==> src/hw/rtl/amsa_pkg.sv <==
// Shared types, constants and helpers of the ADC mux scan averager.
`timescale 1ns / 1ps
`default_nettype none

package amsa_pkg;

   localparam int IN_W        = 16;  // raw conversion width
   localparam int ADC_W       = 12;  // valid conversion and reading width
   localparam int SUM_W       = 16;  // accumulator width
   localparam int CHAN_W      = 8;   // channel index width
   localparam int SEL_W       = 4;   // node and mux select width
   localparam int CNT_CFG_W   = 5;   // node_inputs / mux_count register width
   localparam int CSR_IDX_W   = 2;
   localparam int CSR_DATA_W  = 12;
   localparam int QUEUE_DEPTH = 2;

   localparam int DEFAULT_SAMPLES      = 4;
   localparam int DEFAULT_MAX_CHANNELS = 256;

   localparam logic [CNT_CFG_W-1:0] SEL_COUNT_MAX     = 5'd16;
   localparam logic [CNT_CFG_W-1:0] NODE_INPUTS_RESET = 5'd16;
   localparam logic [CNT_CFG_W-1:0] MUX_COUNT_RESET   = 5'd2;
   localparam logic [ADC_W-1:0]     ADC_MAX_RESET     = 12'hFFF;

   typedef enum logic [CSR_IDX_W-1:0] {
      CSR_NODE_INPUTS = 2'd0,
      CSR_MUX_COUNT   = 2'd1,
      CSR_ADC_MAX     = 2'd2
   } csr_index_type;

   // Classified sample handed from the front to the back.
   typedef struct packed {
      logic             accepted;
      logic [ADC_W-1:0] value;
   } sample_type;

   // Scan setup seen by the back.
   typedef struct packed {
      logic [CNT_CFG_W-1:0] node_inputs;
      logic [CNT_CFG_W-1:0] mux_count;
   } cfg_type;

   // Result before the mean is formed.
   typedef struct packed {
      logic              accepted;
      logic              reading_valid;
      logic [CHAN_W-1:0] reading_index;
      logic [SUM_W-1:0]  sum;
      logic [SEL_W-1:0]  node_select;
      logic [SEL_W-1:0]  mux_select;
   } raw_type;

   // Zero or out-of-range counts behave as sixteen.
   function automatic logic [CNT_CFG_W-1:0] eff_count(input logic [CNT_CFG_W-1:0] v);
      logic [CNT_CFG_W-1:0] r;
      r = ((v == '0) || (v > SEL_COUNT_MAX)) ? SEL_COUNT_MAX : v;
      return r;
   endfunction

endpackage

`default_nettype wire

==> src/hw/rtl/amsa_req_if.sv <==
// Request channel carrying one raw conversion per transfer.
`timescale 1ns / 1ps
`default_nettype none

interface amsa_req_if;
   logic                      valid;
   logic                      ready;
   logic [amsa_pkg::IN_W-1:0] adc_value;

   modport source (output valid, output adc_value, input ready);
   modport sink   (input valid, input adc_value, output ready);
endinterface

`default_nettype wire

==> src/hw/rtl/amsa_rsp_if.sv <==
// Response channel carrying one result per transfer.
`timescale 1ns / 1ps
`default_nettype none

interface amsa_rsp_if;
   logic                        valid;
   logic                        ready;
   logic                        accepted;
   logic                        reading_valid;
   logic [amsa_pkg::CHAN_W-1:0] reading_index;
   logic [amsa_pkg::ADC_W-1:0]  reading_value;
   logic [amsa_pkg::SEL_W-1:0]  node_select;
   logic [amsa_pkg::SEL_W-1:0]  mux_select;

   modport source (output valid, output accepted, output reading_valid,
                   output reading_index, output reading_value,
                   output node_select, output mux_select, input ready);
   modport sink   (input valid, input accepted, input reading_valid,
                   input reading_index, input reading_value,
                   input node_select, input mux_select, output ready);
endinterface

`default_nettype wire

==> src/hw/rtl/amsa_front.sv <==
// Front stage: take conversions and classify them against the range limit.
`timescale 1ns / 1ps
`default_nettype none

module amsa_front (
   input  wire logic                         clock,
   input  wire logic                         reset,
   amsa_req_if.sink                          req_ch,
   input  wire logic [amsa_pkg::ADC_W-1:0]   adc_max,
   input  wire logic                         queue_full,
   output      logic                         push,
   output      amsa_pkg::sample_type         push_item
);
   import amsa_pkg::*;

   logic       valid_ff, valid_in;
   sample_type item_ff, item_in;
   logic       take;

   assign push         = valid_ff && !queue_full;
   assign req_ch.ready = !valid_ff || !queue_full;
   assign take         = req_ch.valid && req_ch.ready;
   assign push_item    = item_ff;

   always_comb begin
      valid_in = take ? 1'b1 : (push ? 1'b0 : valid_ff);
      item_in.accepted = (req_ch.adc_value <= {{(IN_W-ADC_W){1'b0}}, adc_max});
      item_in.value    = req_ch.adc_value[ADC_W-1:0];
   end

   always_ff @(posedge clock) begin
      if (reset) begin
         valid_ff <= 1'b0;
      end else begin
         valid_ff <= valid_in;
      end
      if (take) begin
         item_ff <= item_in;
      end
   end

endmodule

`default_nettype wire

==> src/hw/rtl/amsa_queue.sv <==
// Short FIFO between the classifying front and the averaging back.
`timescale 1ns / 1ps
`default_nettype none

module amsa_queue #(
   parameter int WIDTH = 13,
   parameter int DEPTH = amsa_pkg::QUEUE_DEPTH
) (
   input  wire logic             clock,
   input  wire logic             reset,
   input  wire logic             push,
   input  wire logic [WIDTH-1:0] push_data,
   output      logic             full,
   input  wire logic             pop,
   output      logic             head_valid,
   output      logic [WIDTH-1:0] head_data
);
   localparam int PTR_W = (DEPTH > 1) ? $clog2(DEPTH) : 1;
   localparam int CNT_W = $clog2(DEPTH + 1);

   logic [WIDTH-1:0] entry_ff [DEPTH];
   logic [PTR_W-1:0] wr_ptr_ff, wr_ptr_in, rd_ptr_ff, rd_ptr_in;
   logic [CNT_W-1:0] count_ff, count_in;

   assign full       = (count_ff == CNT_W'(DEPTH));
   assign head_valid = (count_ff != '0);
   assign head_data  = entry_ff[rd_ptr_ff];

   always_comb begin
      wr_ptr_in = wr_ptr_ff;
      rd_ptr_in = rd_ptr_ff;
      count_in  = count_ff;
      if (push) begin
         wr_ptr_in = (wr_ptr_ff == PTR_W'(DEPTH - 1)) ? '0 : wr_ptr_ff + 1'b1;
      end
      if (pop) begin
         rd_ptr_in = (rd_ptr_ff == PTR_W'(DEPTH - 1)) ? '0 : rd_ptr_ff + 1'b1;
      end
      if (push && !pop) begin
         count_in = count_ff + 1'b1;
      end else if (pop && !push) begin
         count_in = count_ff - 1'b1;
      end
   end

   always_ff @(posedge clock) begin
      if (reset) begin
         wr_ptr_ff <= '0;
         rd_ptr_ff <= '0;
         count_ff  <= '0;
      end else begin
         wr_ptr_ff <= wr_ptr_in;
         rd_ptr_ff <= rd_ptr_in;
         count_ff  <= count_in;
      end
      if (push) begin
         entry_ff[wr_ptr_ff] <= push_data;
      end
   end

   a_no_overflow: assert property (@(posedge clock) disable iff (reset)
      !(push && full))
      else $error("queue written while full");
   a_no_underflow: assert property (@(posedge clock) disable iff (reset)
      pop |-> head_valid)
      else $error("queue read while empty");

endmodule

`default_nettype wire

==> src/hw/rtl/amsa_back.sv <==
// Back part: accumulate samples, advance the scan, form the mean.
`timescale 1ns / 1ps
`default_nettype none

module amsa_back #(
   parameter int SAMPLES      = amsa_pkg::DEFAULT_SAMPLES,
   parameter int MAX_CHANNELS = amsa_pkg::DEFAULT_MAX_CHANNELS
) (
   input  wire logic                 clock,
   input  wire logic                 reset,
   input  wire amsa_pkg::cfg_type    cfg,
   input  wire logic                 head_valid,
   input  wire amsa_pkg::sample_type head_item,
   output      logic                 pop,
   amsa_rsp_if.source                rsp_ch
);
   import amsa_pkg::*;

   localparam int    CNT_W   = $clog2(SAMPLES + 2);
   localparam int    SHIFT   = SUM_W + 4;
   localparam int    RECIP_W = SHIFT + 1;
   localparam longint RECIP_L = ((longint'(1) << SHIFT) + SAMPLES - 1) / SAMPLES;
   localparam logic [RECIP_W-1:0] RECIP = RECIP_W'(RECIP_L);

   // scan state
   logic [SUM_W-1:0]  sum_ff, sum_in;
   logic [CNT_W-1:0]  cnt_ff, cnt_in;
   logic [CHAN_W-1:0] chan_ff, chan_in;
   logic [SEL_W-1:0]  node_ff, node_in;
   logic [SEL_W-1:0]  mux_ff, mux_in;

   // update stage and output stage
   logic    a_valid_ff, a_valid_in, a_ready;
   raw_type a_ff, a_in;
   logic    b_valid_ff, b_valid_in, b_ready;

   logic [CHAN_W-1:0]  b_index_ff;
   logic [ADC_W-1:0]   b_value_ff;
   logic               b_acc_ff, b_rvalid_ff;
   logic [SEL_W-1:0]   b_node_ff, b_mux_ff;

   logic [SUM_W-1:0]         sum_add;
   logic [CNT_W-1:0]         cnt_inc;
   logic [CNT_CFG_W-1:0]     node_nxt, mux_nxt;
   logic [CHAN_W:0]          chan_nxt;
   logic                     reading;
   logic [SUM_W+RECIP_W-1:0] product;

   assign b_ready = !b_valid_ff || rsp_ch.ready;
   assign a_ready = !a_valid_ff || b_ready;
   assign pop     = head_valid && a_ready;

   always_comb begin
      sum_add  = sum_ff + SUM_W'(head_item.value);
      cnt_inc  = cnt_ff + 1'b1;
      node_nxt = {1'b0, node_ff} + 1'b1;
      mux_nxt  = {1'b0, mux_ff} + 1'b1;
      chan_nxt = {1'b0, chan_ff} + 1'b1;
      reading  = pop && head_item.accepted && (cnt_inc == CNT_W'(SAMPLES + 1));

      sum_in  = sum_ff;
      cnt_in  = cnt_ff;
      chan_in = chan_ff;
      node_in = node_ff;
      mux_in  = mux_ff;

      if (pop && head_item.accepted) begin
         cnt_in = cnt_inc;
         if (cnt_ff != '0) begin
            sum_in = sum_add;
         end
      end
      if (reading) begin
         sum_in  = '0;
         cnt_in  = '0;
         chan_in = (chan_nxt >= (CHAN_W+1)'(MAX_CHANNELS)) ? '0 : chan_nxt[CHAN_W-1:0];
         if (node_nxt >= eff_count(cfg.node_inputs)) begin
            node_in = '0;
            if (mux_nxt >= eff_count(cfg.mux_count)) begin
               mux_in  = '0;
               chan_in = '0;
            end else begin
               mux_in = mux_nxt[SEL_W-1:0];
            end
         end else begin
            node_in = node_nxt[SEL_W-1:0];
         end
      end

      a_in.accepted      = head_item.accepted;
      a_in.reading_valid = reading;
      a_in.reading_index = reading ? chan_ff : '0;
      a_in.sum           = reading ? sum_add : '0;
      a_in.node_select   = node_in;
      a_in.mux_select    = mux_in;

      a_valid_in = pop ? 1'b1 : (b_ready ? 1'b0 : a_valid_ff);
      b_valid_in = (a_valid_ff && b_ready) ? 1'b1 : (rsp_ch.ready ? 1'b0 : b_valid_ff);
   end

   // Mean by reciprocal multiply; exact for every 16-bit sum.
   assign product = a_ff.sum * RECIP;

   always_ff @(posedge clock) begin
      if (reset) begin
         sum_ff     <= '0;
         cnt_ff     <= '0;
         chan_ff    <= '0;
         node_ff    <= '0;
         mux_ff     <= '0;
         a_valid_ff <= 1'b0;
         b_valid_ff <= 1'b0;
      end else begin
         sum_ff     <= sum_in;
         cnt_ff     <= cnt_in;
         chan_ff    <= chan_in;
         node_ff    <= node_in;
         mux_ff     <= mux_in;
         a_valid_ff <= a_valid_in;
         b_valid_ff <= b_valid_in;
      end
      if (pop) begin
         a_ff <= a_in;
      end
      if (a_valid_ff && b_ready) begin
         b_acc_ff    <= a_ff.accepted;
         b_rvalid_ff <= a_ff.reading_valid;
         b_index_ff  <= a_ff.reading_index;
         b_value_ff  <= product[SHIFT +: ADC_W];
         b_node_ff   <= a_ff.node_select;
         b_mux_ff    <= a_ff.mux_select;
      end
   end

   assign rsp_ch.valid         = b_valid_ff;
   assign rsp_ch.accepted      = b_acc_ff;
   assign rsp_ch.reading_valid = b_rvalid_ff;
   assign rsp_ch.reading_index = b_index_ff;
   assign rsp_ch.reading_value = b_value_ff;
   assign rsp_ch.node_select   = b_node_ff;
   assign rsp_ch.mux_select    = b_mux_ff;

   a_reading_needs_sample: assert property (@(posedge clock) disable iff (reset)
      a_valid_ff |-> (!a_ff.reading_valid || a_ff.accepted))
      else $error("reading completed by a rejected sample");
   a_quiet_when_no_reading: assert property (@(posedge clock) disable iff (reset)
      (a_valid_ff && !a_ff.reading_valid) |-> (a_ff.reading_index == '0 && a_ff.sum == '0))
      else $error("reading payload not cleared");
   a_count_bounded: assert property (@(posedge clock) disable iff (reset)
      cnt_ff <= CNT_W'(SAMPLES))
      else $error("sample counter ran past its limit");
   a_scan_frozen_on_reject: assert property (@(posedge clock) disable iff (reset)
      (pop && !head_item.accepted) |=> ($stable(node_ff) && $stable(mux_ff) && $stable(cnt_ff)))
      else $error("rejected sample moved the scan");

endmodule

`default_nettype wire

==> src/hw/rtl/adc_mux_scan_averager_core.sv <==
// Top level of the ADC mux scan averager: setup registers, front, queue, back.
// A result reaches rsp through the front register, the queue, the update stage and the
// mean/output stage, in that order.
// Throughput: one transfer per cycle sustained while rsp is ready; the per-channel state
// update in the back stage is combinational, and the two-entry queue buffers rsp stalls.
// Reset (synchronous, active high): empties all stages, zeroes sum, counter, channel
// and selects, loads node_inputs=16, mux_count=2, adc_max=4095.
`timescale 1ns / 1ps
`default_nettype none

module adc_mux_scan_averager_core #(
   parameter int SAMPLES      = amsa_pkg::DEFAULT_SAMPLES,
   parameter int MAX_CHANNELS = amsa_pkg::DEFAULT_MAX_CHANNELS
) (
   input  wire logic                              clock,
   input  wire logic                              reset,
   amsa_req_if.sink                               req_ch,
   amsa_rsp_if.source                             rsp_ch,
   input  wire logic                              csr_we,
   input  wire logic [amsa_pkg::CSR_IDX_W-1:0]    csr_index,
   input  wire logic [amsa_pkg::CSR_DATA_W-1:0]   csr_wdata
);
   import amsa_pkg::*;

   // setup registers
   logic [CNT_CFG_W-1:0] node_inputs_ff, node_inputs_in;
   logic [CNT_CFG_W-1:0] mux_count_ff, mux_count_in;
   logic [ADC_W-1:0]     adc_max_ff, adc_max_in;
   cfg_type              cfg;

   // front to queue to back
   logic       push, queue_full, pop, head_valid;
   sample_type push_item, head_item;

   // Decode setup writes; an index past the list is dropped.
   always_comb begin
      node_inputs_in = node_inputs_ff;
      mux_count_in   = mux_count_ff;
      adc_max_in     = adc_max_ff;
      if (csr_we) begin
         unique case (csr_index)
            CSR_NODE_INPUTS: node_inputs_in = csr_wdata[CNT_CFG_W-1:0];
            CSR_MUX_COUNT:   mux_count_in   = csr_wdata[CNT_CFG_W-1:0];
            CSR_ADC_MAX:     adc_max_in     = csr_wdata[ADC_W-1:0];
            default:         ;
         endcase
      end
   end

   always_ff @(posedge clock) begin
      if (reset) begin
         node_inputs_ff <= NODE_INPUTS_RESET;
         mux_count_ff   <= MUX_COUNT_RESET;
         adc_max_ff     <= ADC_MAX_RESET;
      end else begin
         node_inputs_ff <= node_inputs_in;
         mux_count_ff   <= mux_count_in;
         adc_max_ff     <= adc_max_in;
      end
   end

   assign cfg.node_inputs = node_inputs_ff;
   assign cfg.mux_count   = mux_count_ff;

   // Front: register each transfer and tag it in or out of range.
   amsa_front u_front (
      .clock      (clock),
      .reset      (reset),
      .req_ch     (req_ch),
      .adc_max    (adc_max_ff),
      .queue_full (queue_full),
      .push       (push),
      .push_item  (push_item)
   );

   // Queue: decouple the front from rsp back-pressure.
   amsa_queue #(
      .WIDTH ($bits(sample_type)),
      .DEPTH (QUEUE_DEPTH)
   ) u_queue (
      .clock      (clock),
      .reset      (reset),
      .push       (push),
      .push_data  (push_item),
      .full       (queue_full),
      .pop        (pop),
      .head_valid (head_valid),
      .head_data  (head_item)
   );

   // Back: accumulate, advance the scan, divide and hold the result.
   amsa_back #(
      .SAMPLES      (SAMPLES),
      .MAX_CHANNELS (MAX_CHANNELS)
   ) u_back (
      .clock      (clock),
      .reset      (reset),
      .cfg        (cfg),
      .head_valid (head_valid),
      .head_item  (head_item),
      .pop        (pop),
      .rsp_ch     (rsp_ch)
   );

   a_push_follows_front: assert property (@(posedge clock) disable iff (reset)
      (push && pop) |-> head_valid)
      else $error("queue pop without a head entry");
   a_setup_held_without_write: assert property (@(posedge clock) disable iff (reset)
      !csr_we |=> ($stable(adc_max_ff) && $stable(node_inputs_ff) && $stable(mux_count_ff)))
      else $error("setup register changed without a write");
   a_rsp_valid_after_reset: assert property (@(posedge clock)
      $past(reset) |-> !rsp_ch.valid)
      else $error("result offered right after reset");

endmodule

`default_nettype wire

==> src/flat_wrapper.sv <==
// flat-port wrapper written by rule: the top's interface ports become plain ports
module adc_mux_scan_averager_core_flat import amsa_pkg::*;
#(
   parameter int SAMPLES      = amsa_pkg::DEFAULT_SAMPLES,
   parameter int MAX_CHANNELS = amsa_pkg::DEFAULT_MAX_CHANNELS
)
  (clock, reset, csr_we, csr_index, csr_wdata, req_ch_valid, req_ch_adc_value, req_ch_ready, rsp_ch_valid, rsp_ch_accepted, rsp_ch_reading_valid, rsp_ch_reading_index, rsp_ch_reading_value, rsp_ch_node_select, rsp_ch_mux_select, rsp_ch_ready);
  amsa_req_if req_ch_i ();
  amsa_rsp_if rsp_ch_i ();
  input  wire logic clock;
  input  wire logic reset;
  input  wire logic csr_we;
  input  wire logic [amsa_pkg::CSR_IDX_W-1:0] csr_index;
  input  wire logic [amsa_pkg::CSR_DATA_W-1:0] csr_wdata;
  input wire logic [$bits(req_ch_i.valid)-1:0] req_ch_valid;
  input wire logic [$bits(req_ch_i.adc_value)-1:0] req_ch_adc_value;
  output wire logic [$bits(req_ch_i.ready)-1:0] req_ch_ready;
  output wire logic [$bits(rsp_ch_i.valid)-1:0] rsp_ch_valid;
  output wire logic [$bits(rsp_ch_i.accepted)-1:0] rsp_ch_accepted;
  output wire logic [$bits(rsp_ch_i.reading_valid)-1:0] rsp_ch_reading_valid;
  output wire logic [$bits(rsp_ch_i.reading_index)-1:0] rsp_ch_reading_index;
  output wire logic [$bits(rsp_ch_i.reading_value)-1:0] rsp_ch_reading_value;
  output wire logic [$bits(rsp_ch_i.node_select)-1:0] rsp_ch_node_select;
  output wire logic [$bits(rsp_ch_i.mux_select)-1:0] rsp_ch_mux_select;
  input wire logic [$bits(rsp_ch_i.ready)-1:0] rsp_ch_ready;
  assign req_ch_i.valid = req_ch_valid;
  assign req_ch_i.adc_value = req_ch_adc_value;
  assign req_ch_ready = req_ch_i.ready;
  assign rsp_ch_valid = rsp_ch_i.valid;
  assign rsp_ch_accepted = rsp_ch_i.accepted;
  assign rsp_ch_reading_valid = rsp_ch_i.reading_valid;
  assign rsp_ch_reading_index = rsp_ch_i.reading_index;
  assign rsp_ch_reading_value = rsp_ch_i.reading_value;
  assign rsp_ch_node_select = rsp_ch_i.node_select;
  assign rsp_ch_mux_select = rsp_ch_i.mux_select;
  assign rsp_ch_i.ready = rsp_ch_ready;
  adc_mux_scan_averager_core #(.SAMPLES(SAMPLES), .MAX_CHANNELS(MAX_CHANNELS)) u_core (.clock(clock), .reset(reset), .req_ch(req_ch_i), .rsp_ch(rsp_ch_i), .csr_we(csr_we), .csr_index(csr_index), .csr_wdata(csr_wdata));
endmodule
==> config.mk <==
export PLATFORM = sky130hd
export DESIGN_NAME = adc_mux_scan_averager_core_flat
export DESIGN_NICKNAME = d
export VERILOG_FILES = /design/src/hw/rtl/amsa_pkg.sv /design/src/hw/rtl/amsa_req_if.sv /design/src/hw/rtl/amsa_rsp_if.sv /design/src/hw/rtl/amsa_front.sv /design/src/hw/rtl/amsa_queue.sv /design/src/hw/rtl/amsa_back.sv /design/src/hw/rtl/adc_mux_scan_averager_core.sv /design/src/flat_wrapper.sv
export SDC_FILE = /design/constraint.sdc
export NUM_CORES = 1
export LEC_CHECK = 0
export BUFFER_PORTS_ARGS = -buffer_cell sky130_fd_sc_hd__buf_2
export CAP_MARGIN = 20
export CORE_MARGIN = 3
export CORE_UTILIZATION = 50
export CTS_CLUSTER_DIAMETER = 100
export DETAILED_ROUTE_END_ITERATION = 10
export PLACE_DENSITY_LB_ADDON = 0.15
export SYNTH_ARGS = -nofsm -noshare
export SYNTH_HDL_FRONTEND = slang
export SYNTH_HIERARCHICAL = 1
export SYNTH_SLANG_ARGS = --single-unit
==> constraint.sdc <==
create_clock -name clock -period 4 [get_ports clock]
set_input_delay 0.8 -clock clock [delete_from_list [all_inputs] [get_ports clock]]
set_output_delay 0.8 -clock clock [all_outputs]
set_load 0.03 [all_outputs]
-- Word level (Yosys, flattened, before mapping)
Memory sizes are Yosys's and may differ from the RTL's. A register that Yosys moved wholly into a read port is not among the register bits.
Index checks and enable logic that the tools add are counted.
- add/subtract/negate cells: 9
- multipliers: 0
- div/mod/pow operators: 0
- order comparisons: 6
- equal/unequal tests: 4
- shift operators: 0
- muxes and demuxes: 24
- bitwise gates (word level): 0
- reduce and logical (&&, ||, !) cells: 33
- operator list (kind ; number):
    8-bit 2-to-1 mux ; 3
    4-bit 2-to-1 mux ; 5
    16-bit by 12-bit adder with 16-bit output ; 1
    16-bit by 12-bit <= comparator with 1-bit output ; 1
    1-bit 2-to-1 mux ; 12
    4-bit by 1-bit adder with 5-bit output, second input constant ; 2
    5-bit greater-or-equal comparator ; 2
    5-bit > comparator, second input constant ; 2
    5-bit zero test ; 2
    5-bit 2-to-1 mux ; 2
    2-bit nonzero test ; 5
    8-bit by 1-bit adder with 9-bit output, second input constant ; 1
    9-bit greater-or-equal comparator, second input constant ; 1
    1-bit logical AND ; 8
    2-bit AND reduction ; 4
    1-bit zero test ; 6
    1-bit logical OR ; 5
    2-bit == test, second input constant ; 2
    2-bit 2-to-1 mux ; 2
    3-bit by 1-bit adder with 3-bit output, second input constant ; 1
    3-bit == test, second input constant ; 1
    3-bit nonzero test ; 1
    1-bit adder, second input constant ; 2
    2-bit by 1-bit adder with 2-bit output, second input constant ; 1
    other kinds (4) ; 4
- bits in registers: 139
- latch bits: 0
- memory bits (writable): 26
- memory bits (read-only): 0
- memories: 1
- memory list (name ; words ; bits a word ; rd ports ; clocked after Yosys merged registers in ; write ports ; line ; source):
    u_core.u_queue.entry_ff ; 2 ; 13 ; 1 ; 1 ; 1 ; amsa_queue.sv:21 ; logic [WIDTH-1:0] entry_ff [DEPTH];

-- Depth between registers and ports, before layout
- depth after elaboration: 7
- gate-level depth with buffers: 10

-- Hierarchy
Netlist, hierarchy kept.
- modules (own cells, without submodules) (module ; times used ; cells an instance ; area an instance (um2) ; sequential area each (um2)):
    amsa_back ; 1 ; 400 ; 4444.3 ; 2502.4
    amsa_queue ; 1 ; 62 ; 1142.3 ; 880.8
    adc_mux_scan_averager_core ; 1 ; 94 ; 913.4 ; 440.4
    amsa_front ; 1 ; 61 ; 763.2 ; 410.4

-- Worst setup path before layout
OpenSTA, ideal clock, no wires.
- path kind: input -> register
- from: input port rsp_ch_ready
- to: register u_core.u_queue.count_ff[1]
- arrival: 3.455 ns
- required time: 3.930 ns
- path slack: 0.475 ns
- stages: 6
- buffers on the path: 0
- path through: nor2b_1 -> a21oi_1 -> inv_1 -> ha_1 -> or3_1 -> a21oi_1
- cells in the longest elaborated chain, start to end: 6
- elaborated cells on any way between the ends: 8
- classes of those cells: mux (1); reduce/logical (7)
- ends and longest elaborated chain (item ; line ; source):
    start, declared ; flat_wrapper.sv:25 ; input wire logic [$bits(rsp_ch_i.ready)-1:0] rsp_ch_ready;
    1-bit logical OR * ; amsa_back.sv:49 ; assign b_ready = !b_valid_ff || rsp_ch.ready;
    1-bit logical OR * ; amsa_back.sv:50 ; assign a_ready = !a_valid_ff || b_ready;
    1-bit logical AND * ; amsa_back.sv:51 ; assign pop = head_valid && a_ready;
    net u_core.pop ; adc_mux_scan_averager_core.sv:32 ; logic push, queue_full, pop, head_valid;
    1-bit zero test ; amsa_queue.sv:39 ; if (push && !pop) begin
    1-bit logical AND ; amsa_queue.sv:39 ;
    2-bit 2-to-1 mux or 2-bit nonzero test (tied branches) ; -- ;
    end signal, assigned ; amsa_queue.sv:54 ; count_ff <= count_in;
    end, declared ; amsa_queue.sv:23 ; logic [CNT_W-1:0] count_ff, count_in;
The timed path passes the listed nets; every way through them passes the cells marked *.
A chain may end at the register's enable or synchronous reset.

-- Worst setup path in the final report
- from: register u_core.node_inputs_ff[0]
- to: register u_core.u_back.mux_ff[0]
- cells in the longest elaborated chain, start to end: 6
- elaborated cells on any way between the ends: 7
- classes of those cells: order compare (2); mux (3); reduce/logical (2)
- ends and longest elaborated chain (item ; line ; source):
    start, declared ; adc_mux_scan_averager_core.sv:26 ; logic [CNT_CFG_W-1:0] node_inputs_ff, node_inputs_in;
    start signal, assigned ; adc_mux_scan_averager_core.sv:56 ; node_inputs_ff <= node_inputs_in;
    5-bit > comparator or 5-bit zero test (tied branches) ; amsa_pkg.sv:56 ; r = ((v == '0) || (v > SEL_COUNT_MAX)) ? SEL_COUNT_MAX : v;
    1-bit logical OR ; amsa_pkg.sv:56 ;
    5-bit 2-to-1 mux * ; amsa_pkg.sv:56 ;
    5-bit greater-or-equal comparator * ; amsa_back.sv:77 ; if (node_nxt >= eff_count(cfg.node_inputs)) begin
    4-bit 2-to-1 mux * ; amsa_back.sv:77 ;
    4-bit 2-to-1 mux * ; amsa_back.sv:73 ; if (reading) begin
    end signal, assigned ; amsa_back.sv:118 ; mux_ff <= mux_in;
    end, declared ; amsa_back.sv:30 ; logic [SEL_W-1:0] mux_ff, mux_in;
Mark *: on every way between the ends. The rest lies on a longest branch, timed or not.

==> impl_metrics.json <==
{
  "die_area_um2": 16000,
  "finalCritPeriodShare_pct": 79.8,
  "final_core_util_pct": 59.6,
  "start_util_pct": 51.7,
  "synth_seq_cells": 162,
  "worst_ep_required_time_ns": 4.36,
  "p_switching_w": 0.00144,
  "synth_top_flop_cell": "edfxtp_1",
  "cts.sinks": 162,
  "ir_drop_mv": 0.319,
  "wirelength_mm": 13.3,
  "cp.arrival_ns": 3.55,
  "die_w_um": 127,
  "synth_area_per_cell_um2": 11.8,
  "cts_resized": 0,
  "nets": 768,
  "setup-tns-final_ns": 0,
  "layout_commonest_cell": "edfxtp_1",
  "port_buffers": 66,
  "pwr-share-clk_pct": 32.4,
  "fillers": 1124,
  "grt_pass1_wl_mm": 22.6,
  "drv_cap": 0,
  "synth_edf_count": 99,
  "rsz0062_at_grt": "no",
  "h-tree-depth": 4,
  "track_usage_pct": 17.6,
  "worst_pin_slew_ns": 0.689,
  "syn_inst": 617,
  "via_per_inst": 5.39,
  "holdBufCountCts": 0,
  "worstPathCellList": "or4_1, ha_1, nand2b_1, ha_1, a21o_1, a31oi_1, o21ai_1, or3b_1, or2_1, a21oi_2",
  "slew_headroom_pct": 54.1,
  "outcome": "completed",
  "worst_path_most_repeated_cell": "ha_1",
  "rows": 43,
  "yosysWarningCount": 6,
  "crit_path_end_kind": "register",
  "cts_tree": "done",
  "p_per_area_nw_per_um2": 573,
  "critPathKind": "reg2reg",
  "ys_seq_area_share_pct": 58.3,
  "ant_nets": 0,
  "postPlaceCellArea_um2": 7790,
  "slew_viol_final": 0,
  "area_growth_pct": 15.1,
  "antenna_found_initial": 0,
  "dr.pass1.iters": 4,
  "grt_max_degree": 59,
  "vias": 4750,
  "drive_gt1_share_pct": 18.9,
  "fmax_ghz": 0.313,
  "final_cell_mix": "edfxtp_1, buf_2, dfxtp_1",
  "async_reset_ff_share_pct": 0,
  "finalHoldViolations": 0,
  "cpPeakStageDelay_ns": 0.54,
  "cp_slowest_cell": "o21ai_1",
  "insertion_delay_ns": 0.43,
  "syn-cell-area_um2": 7260,
  "cts_buffers": 17,
  "clockBufferDepth": 2,
  "gp_congestion": 0.830,
  "internal_power_w": 0.00336,
  "postCtsSetupBuffers": 0,
  "grt_pass1_vias": 4730,
  "cts_root_buf": "clkbuf_16",
  "core-area_um2": 14000,
  "fin_worst_skew_ns": 0.00535,
  "seq_power_share_pct": 46.9,
  "swShare_pct": 29.9,
  "fin_crit_ns": 3.19,
  "wl_per_cell_um": 15.1,
  "power.share.combinational_pct": 20.7,
  "pin_count": 67,
  "clk_pin_slew_worst_paths_ns": 0.06,
  "fp.dieH_um": 127,
  "worst-path-max-fanout": 10,
  "syn_nets": 695,
  "antenna_cells": 0,
  "setup_viol": 0,
  "fin_area_um2": 8360,
  "dpl.hpwl_mm": 9.49,
  "worstSetupStartpointType": "register",
  "power_leakage_nw": 3.41,
  "grt-ovfl-total": 0,
  "route.detailed.drc": 0,
  "ys_types": 65,
  "dr.first_iter.drc_count": 266,
  "worstHoldPathType": "reg2reg"
}
-- flip-flops by register name (all words and copies together) (netlist names), 2 cells and up, named ones only --
| signal | cells |
|---|---|
| u_core/u_back/sum_ff | 14 |
| u_core/u_back/mux_ff | 4 |
| u_core/mux_count_ff | 5 |
| u_core/u_back/rsp_ch.reading_index | 8 |
| u_core/adc_max_ff | 12 |
| u_core/u_back/cnt_ff | 3 |
| u_core/u_queue/entry_ff | 26 |
| u_core/u_back/a_ff | 30 |
| u_core/u_back/rsp_ch.node_select | 4 |
| u_core/node_inputs_ff | 5 |
| u_core/u_front/push_item | 13 |
| u_core/u_queue/count_ff | 2 |
| u_core/u_back/node_ff | 4 |
| u_core/u_back/chan_ff | 8 |
| u_core/u_back/rsp_ch.reading_value | 12 |
| u_core/u_back/rsp_ch.mux_select | 4 |
-- critical path: cells and delay by family, from the launching register on --
| kind | cells | cell delay, ns |
|---|---|---|
| simple gates | 4 | 1.37 |
| compound gates | 4 | 0.83 |
| flops | 1 | 0.33 |
| fa+ha+maj | 2 | 0.59 |
-- cells in the mapped netlist (all sizes together), types with 2 or more instances --
cell type	number	share of area, %
a211o	2	0.24
a211oi	2	0.28
a21o	8	0.83
a21oi	38	2.7
a22o	3	0.36
a22oi	2	0.21
a31oi	3	0.26
a32oi	2	0.24
and2	19	1.6
and3	5	0.43
and3b	2	0.24
buf	6	0.50
clkbuf	12	0.62
dfxtp	63	17
edfxtp	99	41
ha	42	7.2
inv	30	1.6
mux2	14	2.2
mux2i	23	3.2
nand2	38	2.0
nand2b	26	2.2
nand3	10	0.76
nand3b	2	0.21
nand4	7	0.69
nand4b	3	0.36
nor2	62	3.2
nor2b	11	0.95
nor3	2	0.14
nor4	2	0.26
o211ai	2	0.21
o21a	2	0.21
o21ai	22	1.5
o311ai	3	0.36
o31ai	2	0.21
or2	5	0.47
or3	5	0.43
or4	3	0.36
xnor2	10	1.2
xor2	12	1.4
-- logic make-up after synthesis --
group | synth area share, %
adder cells (fa/ha/maj) | 7.51
flip-flops | 58.3
XOR/XNOR | 2.65
AND/OR/NAND/NOR | 14.9
buffers and inverters | 2.67
multiplexers | 5.34
AO/OA/AOI/OAI | 8.67
-- routing by layer --
layer | global-route usage, % | wire, um | up-vias
met5 | 0 | 0 | -
met4 | 7.38 | 332 | 0
met3 | 4.34 | 620 | 26
met2 | 29.0 | 6350 | 120
met1 | 22.3 | 6000 | 2252
li1 | - | - | 2352
-- power by group through the flow --
stage               Combinational [W]  Clock, W  Sequential (W)
floorplan                    0.000569         0         0.00242
global placement             0.000958         0         0.00227
detailed placement           0.000991         0         0.00229
CTS                          0.000998   0.00159         0.00225
global route                  0.00109   0.00166         0.00228
finish                       0.000994   0.00155         0.00225
-- final timing paths --
| kind | startpoint | end | slack, ns | cells past startpoint |
|---|---|---|---|---|
| max reg2reg | u_core/node_inputs_ff[0] | u_core/u_back/mux_ff[0] | 0.81 | 10 |
| max | u_core/node_inputs_ff[0] | u_core/u_back/mux_ff[0] | 0.81 | 10 |
| min | u_core/u_back/a_ff[31] | u_core/u_back/rsp_ch.reading_index[7] | 0.42 | 0 |
| min reg2reg | u_core/u_back/a_ff[31] | u_core/u_back/rsp_ch.reading_index[7] | 0.42 | 0 |
-- stage by stage --
stage	hold slack (ns)	std cells	setup slack [ns]	total power (W)
floorplan	0.400	617	0.475	0.00299
global placement	0.401	850	0.957	0.00323
detailed placement	0.405	850	0.816	0.00328
CTS	0.416	881	0.800	0.00484
global route	0.424	882	0.660	0.00504
finish	0.416	882	0.808	0.00479
-- cell type report --
type | instances | area (um2) | share of cell area (%)
Clock buffer | 18 | 439 | 5.25
Clock inverter | 13 | 128 | 1.53
Inverter | 30 | 113 | 1.35
Multi-Input combinational cell | 407 | 2850 | 34.1
Sequential cell | 162 | 4230 | 50.6
Tap cell | 180 | 225 | 2.69
Timing Repair Buffer | 72 | 375 | 4.49
Power figures use the tool's default switching activity.
